==> config.mk <==
export PLATFORM = sky130hd
export DESIGN_NAME = krc_ctrl
export DESIGN_NICKNAME = d
export VERILOG_FILES = /design/src/rtl/krc_pkg.sv /design/src/rtl/krc_ctrl.sv
export SDC_FILE = /design/constraint.sdc
export NUM_CORES = 1
export LEC_CHECK = 0
export BUFFER_PORTS_ARGS = -buffer_cell sky130_fd_sc_hd__buf_2
export CAP_MARGIN = 0
export CORE_MARGIN = 1
export CORE_UTILIZATION = 40
export DETAILED_ROUTE_END_ITERATION = 12
export PLACE_DENSITY = 0.65
export REMOVE_ABC_BUFFERS = 1
export SETUP_SLACK_MARGIN = 0.1
export SLEW_MARGIN = 20
export SYNTH_ARGS = -nofsm -noshare
export SYNTH_HDL_FRONTEND = slang
export SYNTH_SLANG_ARGS = --single-unit
==> constraint.sdc <==
create_clock -name clock -period 1.9 [get_ports clock]
set_input_delay 0.19 -clock clock [delete_from_list [all_inputs] [get_ports clock]]
set_output_delay 0.19 -clock clock [all_outputs]
set_load 0.005 [all_outputs]
==> src/rtl/krc_pkg.sv <==
// Shared types and constants for the keyed result cache.
// Holds the request and response words, opcode and outcome codes, and the
// command and status structs between the controller and the datapath.
`timescale 1ns / 1ps

package krc_pkg;

   // Default number of cache slots.
   localparam int ENTRIES_DEF = 16;

   // Field widths fixed by the interface.
   localparam int CAP_W = 5;
   localparam int OCC_W = 5;

   // Reset value of the capacity register.
   localparam logic [CAP_W-1:0] CAP_RESET = 5'd16;

   // Saturation value of the per-entry hit counter.
   localparam logic [31:0] HITS_MAX = 32'hFFFF_FFFF;

   // Request opcodes.
   localparam logic [1:0] OP_LOOKUP     = 2'd0;
   localparam logic [1:0] OP_INSERT     = 2'd1;
   localparam logic [1:0] OP_INVALIDATE = 2'd2;

   // Response outcome codes.
   localparam logic [2:0] OUT_MISS        = 3'd0;
   localparam logic [2:0] OUT_HIT         = 3'd1;
   localparam logic [2:0] OUT_STALE       = 3'd2;
   localparam logic [2:0] OUT_REJECTED    = 3'd3;
   localparam logic [2:0] OUT_INSERTED    = 3'd4;
   localparam logic [2:0] OUT_UPDATED     = 3'd5;
   localparam logic [2:0] OUT_INVALIDATED = 3'd6;

   // One request word.
   typedef struct packed {
      logic [1:0]         opcode;
      logic [31:0]        rel_id;
      logic signed [63:0] fingerprint;
      logic signed [63:0] count_in;
      logic [31:0]        snapshot_horizon;
   } krc_req_type;

   // One response word.
   typedef struct packed {
      logic [2:0]         outcome;
      logic signed [63:0] count_out;
      logic [31:0]        hit_total;
      logic               evicted;
      logic [OCC_W-1:0]   occupancy;
   } krc_rsp_type;

   // Commands from the controller to the datapath.
   typedef struct packed {
      logic load;
      logic idx_clear;
      logic lk_match;
      logic lk_resolve;
      logic scan_step;
      logic ins_apply;
      logic sweep_step;
      logic reject;
   } krc_cmd_type;

   // Status from the datapath to the controller.
   typedef struct packed {
      logic is_lookup;
      logic is_insert_ok;
      logic is_invalidate;
      logic idx_last;
   } krc_status_type;

endpackage

==> src/rtl/krc_ctrl.sv <==
// Controller state machine of the keyed result cache.
// Sequences lookup, insert and invalidate words; depends on krc_pkg.
`timescale 1ns / 1ps

module krc_ctrl (
   input  logic                    clock,
   input  logic                    reset,
   input  logic                    start,
   output logic                    busy,
   input  krc_pkg::krc_status_type status,
   output krc_pkg::krc_cmd_type    cmd
);
   import krc_pkg::*;

   typedef enum logic [8:0] {
      ST_IDLE   = 9'b000000001,
      ST_DECODE = 9'b000000010,
      ST_LMATCH = 9'b000000100,
      ST_LREAD  = 9'b000001000,
      ST_LRES   = 9'b000010000,
      ST_ISCAN  = 9'b000100000,
      ST_IDRAIN = 9'b001000000,
      ST_IAPPLY = 9'b010000000,
      ST_SWEEP  = 9'b100000000
   } krc_state_type;

   krc_state_type state_ff;
   krc_state_type state_in;

   // Next state and the command for the current cycle.
   always_comb begin
      state_in = state_ff;
      cmd      = '0;
      unique case (state_ff)
         ST_IDLE: begin
            if (start) begin
               cmd.load = 1'b1;
               state_in = ST_DECODE;
            end
         end
         ST_DECODE: begin
            priority if (status.is_lookup) begin
               state_in = ST_LMATCH;
            end else if (status.is_insert_ok) begin
               cmd.idx_clear = 1'b1;
               state_in      = ST_ISCAN;
            end else if (status.is_invalidate) begin
               cmd.idx_clear = 1'b1;
               state_in      = ST_SWEEP;
            end else begin
               cmd.reject = 1'b1;
               state_in   = ST_IDLE;
            end
         end
         ST_LMATCH: begin
            cmd.lk_match = 1'b1;
            state_in     = ST_LREAD;
         end
         ST_LREAD: begin
            // The entry memories deliver the matched slot's data.
            state_in = ST_LRES;
         end
         ST_LRES: begin
            cmd.lk_resolve = 1'b1;
            state_in       = ST_IDLE;
         end
         ST_ISCAN: begin
            cmd.scan_step = 1'b1;
            if (status.idx_last) begin
               state_in = ST_IDRAIN;
            end
         end
         ST_IDRAIN: begin
            // The last age read is compared in this cycle.
            state_in = ST_IAPPLY;
         end
         ST_IAPPLY: begin
            cmd.ins_apply = 1'b1;
            state_in      = ST_IDLE;
         end
         ST_SWEEP: begin
            cmd.sweep_step = 1'b1;
            if (status.idx_last) begin
               state_in = ST_IDLE;
            end
         end
         default: begin
            state_in = ST_IDLE;
         end
      endcase
   end

   // State register.
   always_ff @(posedge clock) begin
      if (reset) begin
         state_ff <= ST_IDLE;
      end else begin
         state_ff <= state_in;
      end
   end

   assign busy = (state_ff != ST_IDLE);

endmodule

==> flow_summary_export.csv, run 1 <==
group,metric,value,unit
logic_synthesis,yosysTopAreaCellShare,0.3404,
setup_path,critPathLaunchType,"flip-flop",
drt,first_iter_violations,7,
cells_and_area,num_antenna_cells,0,
cells_and_area,layout-drive-gt1-share,0.4891,
logic_synthesis,yosysWarnings,0,
drt,num_vias,613,
cells_and_area,regArea,190.2,um2
grt,gr-total-overflow,0,
die,die_area,1473,um2
cells_and_area,area_growth,51.06,%
placed_design,dp.cells,99,
placed_design,dpl-instance-area,680.7,um2
cells_and_area,multiInputGateArea,392.9,um2
setup_path,end_kind,"output port",
die,io_pins,16,
setup_path,r2r_slack,0.20,ns
cells_and_area,final_cells,106,
logic_synthesis,synthTopCellsByArea,"dfxtp_1 (34%), nor2_1 (5.7%), xor2_1 (5.0%)",
clock_network,postCtsHoldBufs,0,
cells_and_area,layout_common_cells,"buf_2 (15), buf_4 (12), nor2_1 (7)",
setup_path,critPathRequiredTime,1.71,ns
grt,track_usage,0.2539,
timing,max_slew.worst_pin.slew,0.4732,ns
die,chipHeight,38.38,um
clock_network,root_buffer,"clkbuf_4",
cells_and_area,largest_register_ffs,9,
clock_network,clk_latency,0.26,ns
drt,drc,0,
cells_and_area,layout_commonest_cell,"buf_2",
placed_design,routabilityCongestion,0.7905,
worst_hold_path,holdCritPathClass,"input pin to flip-flop",
clock_network,clk_path_buf_depth,2,
timing,fin_crit_sh,1.085,
cells_and_area,fin_nets,100,
cells_and_area,num-fill-cells,100,
timing,slew_violations,0,
setup_path,path_cells,"or4_4, or4_4, nor3b_2, buf_2",
timing,hold_viol,0,
die,coreArea,1171,um2
timing,setup_ws,-0.1610,ns
cells_and_area,top_regs,"state_ff (9)",
clock_network,ctsHtreeMaxLevel,1,
die,initial_core_util,0.4519,
cells_and_area,final_area,799.5,um2
die,die_w,38.38,um
logic_synthesis,ys_ff_latch,9,
grt,grt_pass1_wl,2497,um
logic_synthesis,synth_area,529.3,um2
placed_design,hpwlAfterDp,1081,um
logic_synthesis,seq_area_frac_synth,0.3404,
logic_synthesis,synthDistinctLibCells,27,
pwr,p_per_area,561.5,nW/um2
timing,min_period,2.061,ns
outcome,violations,"negative setup slack",
grt,grt_max_degree,11,
logic_synthesis,syn-instance-count,63,
grt,antenna_found_initial,0,
setup_path,slowest_stage,"or4_4",
setup_path,critPathTopFamily,"simple AND/OR/NAND/NOR gates",
logic_synthesis,yosys.area.top_type,"dfxtp_1",
clock_network,cts_sinks,9,
drt,wl_per_cell,15.13,um
logic_synthesis,synthFlopType,"dfxtp_1",
pwr,leakage,0.3779,nW
timing,slew_headroom,0.6816,
logic_synthesis,syn_area_per_cell,8.401,um2
setup_path,critPathMaxStageDelay,0.54,ns
timing,rsz0062_at_grt,"true",
drt,drt-pass1-iter-count,4,
die,rows,12,
placed_design,io_buffers,15,
setup_path,cp_max_fo,3,
drt,routed_wirelength,1604,um
setup_path,cp.arrival,1.87,ns
clock_network,cts_buffers,3,
logic_synthesis,async_reset_ff_frac,0,
cells_and_area,top_register,"state_ff",
run,drv_cap,0,
pwr,ir_drop,0.0004700,V
setup_path,crit_top_cell,"or4_4",
timing,maxClockFrequency,485.2,MHz
setup_path,critPathBufInv,1,
setup_path,path_class,"flip-flop to output port",
drt,vias_per_cell,5.783,
clock_network,clk_pin_slew,0.06,ns
clock_network,cts_tree,"done",
timing,worst_clock_skew,0.006195,ns
grt,first_global_vias,560,
drt,antenna_left,0,
outcome,status,"complete, but fails checks",
timing,setup_violations,3,
logic_synthesis,synth_edf_count,0,
[power breakdown]
part | leakage, nW | internal (mW) | switching [mW]
sequential | 0.0755 | 0.191 | 0.0118
clock | 0.0150 | 0.0810 | 0.0671
combinational | 0.287 | 0.0473 | 0.0502
[through the flow]
step,total power [mW],setup WS [ns],setup TNS (ns),hold WS [ns],utilization
floorplan,0.2518,0.1785,0,0.2624,-
global placement,0.2879,0.1391,0,0.4476,0.5812
detailed placement,0.2890,0.09956,0,0.4390,0.5812
CTS,0.4402,-0.1571,-0.3925,0.1623,0.6389
global route,0.4787,-0.2149,-0.6178,0.1554,0.6827
finish,0.4489,-0.1610,-0.4507,0.1642,0.6827
[metal layers]
| layer | vias up | GRT usage | share of wire |
|---|---|---|---|
| met5 | - | 0 | 0 |
| met3 | 4 | 0.1047 | 0.068 |
| met1 | 282 | 0.3251 | 0.41 |
| li1 | 296 | - | - |
| met2 | 31 | 0.3983 | 0.51 |
| met4 | 0 | 0.05172 | 0.012 |
[cells in the mapped netlist (2+ instances only)]
cell type  number
nor4_1          3
nor4b_1         2
nor3_1          4
o21ai_0         2
inv_1           2
and4b_1         2
dfxtp_1         9
or4_1           3
nor3b_1         3
and2_1          2
xor2_1          3
nor2_1          8
nand2_1         4
nand3_1         3
[worst paths after layout]
| kind | startpoint | endpoint | cells past startpoint |
|---|---|---|---|
| setup reg to reg | state_ff[8] | state_ff[0] | 4 |
| hold reg to reg | state_ff[6] | state_ff[7] | 1 |
| setup / recovery | state_ff[1] | cmd[4] | 4 |
| hold / removal | reset | state_ff[1] | 2 |
[cells by family after synthesis]
family,synth area share
compound gates,0.08984
flops,0.3404
simple gates,0.4894
buf+inv,0.03072
xor+xnor,0.04965
[final cells by class]
cell class	instances	area share
sequential	9	0.2379
timing repair buffer	27	0.2066
clock buffer	4	0.03286
multi-input combinational	50	0.4914
inverter	2	0.009390
tap	14	0.02191
[repair_timing]
action                                  CTS  global route
pin swaps                                 2             5
gates resized for setup                   8            10
buffers inserted                          2             1
endpoints found under the setup margin    5             8
(Power assumes the default switching activity.)
==> run 2, diff against run 1 <==
--- a/constraint.sdc
+++ b/constraint.sdc
@@ -3,2 +3,2 @@
 set_output_delay 0.19 -clock clock [all_outputs]
-set_load 0.005 [all_outputs]
+set_load 0.1 [all_outputs]
==> run 2 against run 1 <==
Against the previous run: the run still ends with negative setup slack left; hold slack improved by 0.0065 ns; via count up 28%; largest power group is now combinational cells; critical path type unchanged; global-route usage up 5.6 points; largest cell class unchanged; count of clock-buffer cells in the layout did not move; sequential share of layout area decreased by 6.3 points.
==> flow_summary_export.csv, run 2 (same netlist as run 1, synthesis figures left out) <==
group,metric,value,unit
die,chipHeight,38.38,um
grt,first_global_vias,635,
timing,setup_violations,9,
setup_path,cp_max_fo,2,
timing,maxClockFrequency,433.7,MHz
drt,drc,0,
run,drv_cap,0,
cells_and_area,layout-drive-gt1-share,0.6604,
placed_design,io_buffers,15,
setup_path,critPathMaxStageDelay,0.55,ns
cells_and_area,num-fill-cells,39,
timing,hold_viol,0,
die,coreArea,1171,um2
worst_hold_path,hold-path-endpoint,"state_ff[1]",
clock_network,cts_tree,"done",
clock_network,cts_buffers,3,
worst_hold_path,holdCritPathClass,"input pin to flip-flop",
drt,first_iter_violations,35,
die,initial_core_util,0.4519,
drt,routed_wirelength,2742,um
setup_path,critPathLaunchType,"flip-flop",
drt,num_vias,783,
timing,fin_crit_sh,1.213,
drt,antenna_left,0,
timing,rsz0062_at_grt,"true",
cells_and_area,post-route-util,0.9359,
timing,worst_clock_skew,0.0009352,ns
pwr,leakage,0.4892,nW
clock_network,root_buffer,"clkbuf_4",
setup_path,path_class,"flip-flop to output port",
clock_network,clk_latency,0.27,ns
setup_path,crit_start,"state_ff[1]",
drt,wl_per_cell,22.85,um
outcome,status,"complete, but fails checks",
setup_path,timing.rr.start,"state_ff[3]",
placed_design,dp.cells,104,
clock_network,clk_path_buf_depth,2,
placed_design,hpwlAfterDp,1167,um
cells_and_area,layout_common_cells,"buf_4 (24), buf_12 (8), buf_2 (7)",
timing,setup_ws,-0.4055,ns
cells_and_area,top_register,"state_ff",
pwr,p_per_area,545.4,nW/um2
cells_and_area,largest_register_ffs,9,
setup_path,crit_top_cell,"or4_4",
cells_and_area,top_regs,"state_ff (9)",
clock_network,cts_sinks,9,
grt,gr-total-overflow,0,
cells_and_area,final_cells,120,
die,die_w,38.38,um
setup_path,slowest_stage,"or4_4",
die,die_area,1473,um2
timing,slew_violations,0,
die,rows,12,
setup_path,end_kind,"output port",
clock_network,clk_pin_slew,0.07,ns
placed_design,routabilityCongestion,0.8465,
worst_hold_path,whs_path_depth,2,
grt,grt_max_degree,9,
grt,antenna_found_initial,0,
die,io_pins,16,
drt,vias_per_cell,6.525,
timing,max_slew.worst_pin.slew,0.4897,ns
cells_and_area,layout_commonest_cell,"buf_4",
setup_path,r2r_slack,-0.24,ns
setup_path,r2r-end,"state_ff[8]",
pwr,ir_drop,0.0004566,V
setup_path,cp.arrival,2.12,ns
clock_network,ctsHtreeMaxLevel,1,
timing,min_period,2.305,ns
grt,grt_pass1_wl,3022,um
cells_and_area,num_antenna_cells,0,
outcome,violations,"negative setup slack",
setup_path,rr_worst_depth,11,
setup_path,critPathRequiredTime,1.71,ns
timing,slew_headroom,0.6758,
setup_path,path_cells,"or4_4, or4_4, nor3b_2, buf_4, buf_12",
worst_hold_path,min-delay-start,"reset",
cells_and_area,area_growth,107.1,%
drt,drt-pass1-iter-count,4,
cells_and_area,fin_nets,114,
grt,track_usage,0.3099,
## run 2: routing by layer
| metal | track usage | routed length (um) |
|---|---|---|
| met1 | 0.3652 | 985 |
| met2 | 0.5466 | 1317 |
| met4 | 0.1034 | 164 |
| met5 | 0 | 0 |
| met3 | 0.06977 | 274 |
## run 2: where the power goes
group          internal [mW]  leakage (nW)  total, mW  switching [mW]
clock                 0.0815        0.0150      0.163          0.0817
combinational         0.0906         0.398      0.235           0.144
sequential             0.191        0.0760      0.199         0.00822
## run 2: layout make-up
type	count	area [um2]	area share
timing repair buffer	41	397.9	0.3630
sequential	9	191.4	0.1747
clock buffer	4	26.28	0.02397
multi-input combinational	50	455.4	0.4155
tap	14	17.52	0.01598
inverter	2	7.507	0.006849
## run 2: metrics by stage
stage / setup TNS, ns / worst slack [ns] / total power, mW / cell area, um2 / hold WS (ns)
final: -2.229 / -0.4055 / 0.5978 / 1096 / 0.1707
after global routing: -3.142 / -0.4428 / 0.6096 / 1096 / 0.1722
after CTS: -0.9852 / -0.3326 / 0.5476 / 1022 / 0.1703
after detailed placement: -0.1827 / -0.1099 / 0.3646 / 838.3 / 0.4482
after global placement: -0.1025 / -0.05511 / 0.3628 / 838.3 / 0.4373
after floorplan: -11.19 / -1.826 / 0.3047 / 520.5 / 0.2624
## run 2: worst max path at each step
stage          slack [ns]  endpoint
3_5_place_dp        -0.11    cmd[1]
4_1_cts             -0.33    cmd[4]
3_3_place_gp        -0.06    cmd[1]
5_1_grt             -0.44    cmd[1]
2_1_floorplan       -1.83    cmd[4]
6_report            -0.41    cmd[1]
## run 2: repair_timing
action                                  in CTS  in global routing
hold buffers                                 0                  0
setup buffers                                9                  3
endpoints found under the setup margin       8                 14
gates cloned                                 0                  0
pin swaps                                    6                  4
resized for setup                           24                 11
## run 2: critical path, delay by kind of cell (launching register included)
| family | cells | cell delay [ns] |
|---|---|---|
| simple gates | 3 | 1.21 |
| buf+inv | 2 | 0.31 |
| flops | 1 | 0.32 |
==> run 3, diff against run 2 <==
PLACE_DENSITY = 0.67   (was 0.65)
clock period = 2.1 ns   (was 1.9 ns; I/O delays follow)
==> run 3 against run 2 <==
Against the previous run: the run still ends with negative setup slack left; via count is 19% lower; sequential share of layout area is 2.6 points higher; cell area is 13% lower; core utilization is 13 points lower; die area stayed put; register-to-register slack better by 0.49 ns; worst setup slack better by 0.24 ns; clock skew is 0.0051 ns higher; largest cell class unchanged.
==> flow_summary_export.csv, run 3 (same netlist as run 1, synthesis figures left out) <==
group,metric,value,unit
cells_and_area,largest_register_ffs,9,
clock_network,clk_latency,0.27,ns
timing,slew_headroom,0.6807,
pwr,swShare,0.3806,
drt,routed_wirelength,1788,um
worst_hold_path,holdCritPathClass,"input pin to flip-flop",
cells_and_area,layout_common_cells,"buf_4 (16), nor2_1 (7), buf_2 (7)",
cells_and_area,num_antenna_cells,0,
grt,antenna_found_initial,0,
placed_design,hpwlAfterDp,1207,um
placed_design,dp.cells,101,
timing,maxClockFrequency,441.4,MHz
clock_network,cts_sinks,9,
die,rows,12,
die,io_pins,16,
grt,first_global_vias,594,
setup_path,critPathLaunchType,"flip-flop",
placed_design,routabilityCongestion,0.8174,
timing,hold_viol,0,
pwr,leakage,0.4163,nW
setup_path,crit_start,"state_ff[1]",
cells_and_area,num-fill-cells,74,
cells_and_area,multiInputGateArea,412.9,um2
cells_and_area,layout_commonest_cell,"buf_4",
drt,drt-pass1-iter-count,4,
timing,max_slew.worst_pin.slew,0.4823,ns
pwr,p_int,301.2,uW
die,coreArea,1171,um2
grt,gr-total-overflow,0,
cells_and_area,final_cells,110,
die,die_w,38.38,um
run,drv_cap,0,
clock_network,cts_buffers,3,
drt,drc,0,
clock_network,ctsHtreeMaxLevel,1,
setup_path,r2r_slack,0.25,ns
timing,worst_clock_skew,0.006036,ns
grt,grt_max_degree,9,
timing,slew_violations,0,
pwr,p_comb_frac,0.331,
drt,first_iter_violations,27,
pwr,switching_power,185.1,uW
drt,wl_per_cell,16.25,um
pwr,seqPwrFrac,0.372,
drt,num_vias,635,
die,chipHeight,38.38,um
cells_and_area,top_regs,"state_ff (9)",
cells_and_area,area_growth,79.43,%
timing,setup_violations,2,
clock_network,root_buffer,"clkbuf_4",
grt,grt_pass1_wl,2787,um
die,die_area,1473,um2
pwr,pwr-share-clk,0.298,
drt,vias_per_cell,5.773,
cells_and_area,regArea,190.2,um2
cells_and_area,fin_nets,104,
pwr,ir_drop,0.0004739,V
pwr,p_per_area,512.1,nW/um2
worst_hold_path,min-delay-start,"reset",
setup_path,critPathRequiredTime,1.89,ns
setup_path,end_kind,"output port",
timing,hold_ws,0.1628,ns
timing,min_period,2.265,ns
placed_design,io_buffers,15,
clock_network,cts_tree,"done",
clock_network,clk_pin_slew,0.07,ns
die,initial_core_util,0.4519,
timing,fin_crit_sh,1.079,
outcome,status,"complete, but fails checks",
cells_and_area,layout-drive-gt1-share,0.5417,
setup_path,cp_max_fo,2,
setup_path,cp.arrival,2.06,ns
cells_and_area,top_register,"state_ff",
clock_network,clk_path_buf_depth,2,
timing,setup_ws,-0.1654,ns
drt,antenna_left,0,
grt,track_usage,0.2990,
setup_path,timing.rr.start,"state_ff[4]",
timing,rsz0062_at_grt,"true",
setup_path,path_class,"flip-flop to output port",
outcome,violations,"negative setup slack",
==> run 3: cell types whose count changed in the layout (fill, tap and decap cells not counted), sizes merged <==
cell and delta:
buf -11, clkinv +1
==> run 3: repair_timing <==
item,in CTS,in global routing
endpoints found under the hold margin,0,0
hold buffers,0,0
buffers inserted,2,3
pin swaps,6,5
gates resized for setup,19,6
setup endpoints to repair,7,9
==> run 3: path summary, 6_finish.rpt <==
check	depth (start not counted)	endpoint
setup / recovery	5	cmd[1]
hold / removal	2	state_ff[1]
setup reg to reg	5	state_ff[0]
hold reg to reg	2	state_ff[5]
==> run 3: layer usage <==
| metal | track usage | wire length [um] |
|---|---|---|
| met1 | 0.3333 | 747 |
| met2 | 0.4958 | 944 |
| met3 | 0.08721 | 96 |
| met4 | 0.1810 | 0 |
| met5 | 0 | 0 |
==> run 3: worst max-delay path, stage by stage (launching register included) <==
cell and delay (ns):
dfxtp_2 0.33, or4_4 0.53, or4_4 0.46, nor3b_2 0.17, buf_4 0.14, buf_12 0.16
==> run 3: layout make-up <==
cell class                      instances  share of cell area
Multi-Input combinational cell         50              0.4348
Clock inverter                          1            0.005270
Sequential cell                         9              0.2003
Tap cell                               14             0.01845
Inverter                                2            0.007905
Timing Repair Buffer                   31              0.3096
Clock buffer                            3             0.02372
==> run 3: per-stage QoR <==
step	setup TNS (ns)	instance area, um2	setup WS (ns)	utilization	power (mW)
4_1_cts	-0.3123	900.9	-0.1669	0.7692	0.4830
6_report	-0.2980	949.7	-0.1654	0.8109	0.4863
3_3_place_gp	0	785.8	0.05643	0.6709	0.3172
2_1_floorplan	-9.420	520.5	-1.646	-	0.2757
5_1_grt	-0.4910	949.7	-0.2399	0.8109	0.5181
3_5_place_dp	-0.02240	785.8	-0.02240	0.6709	0.3189
==> run 3: power groups by stage <==
stage	clock network [mW]	registers, mW	logic, mW
finish	0.145	0.181	0.161
floorplan	0	0.187	0.0887
global placement	0	0.185	0.133
detailed placement	0	0.185	0.134
global route	0.166	0.182	0.170
CTS	0.151	0.181	0.151
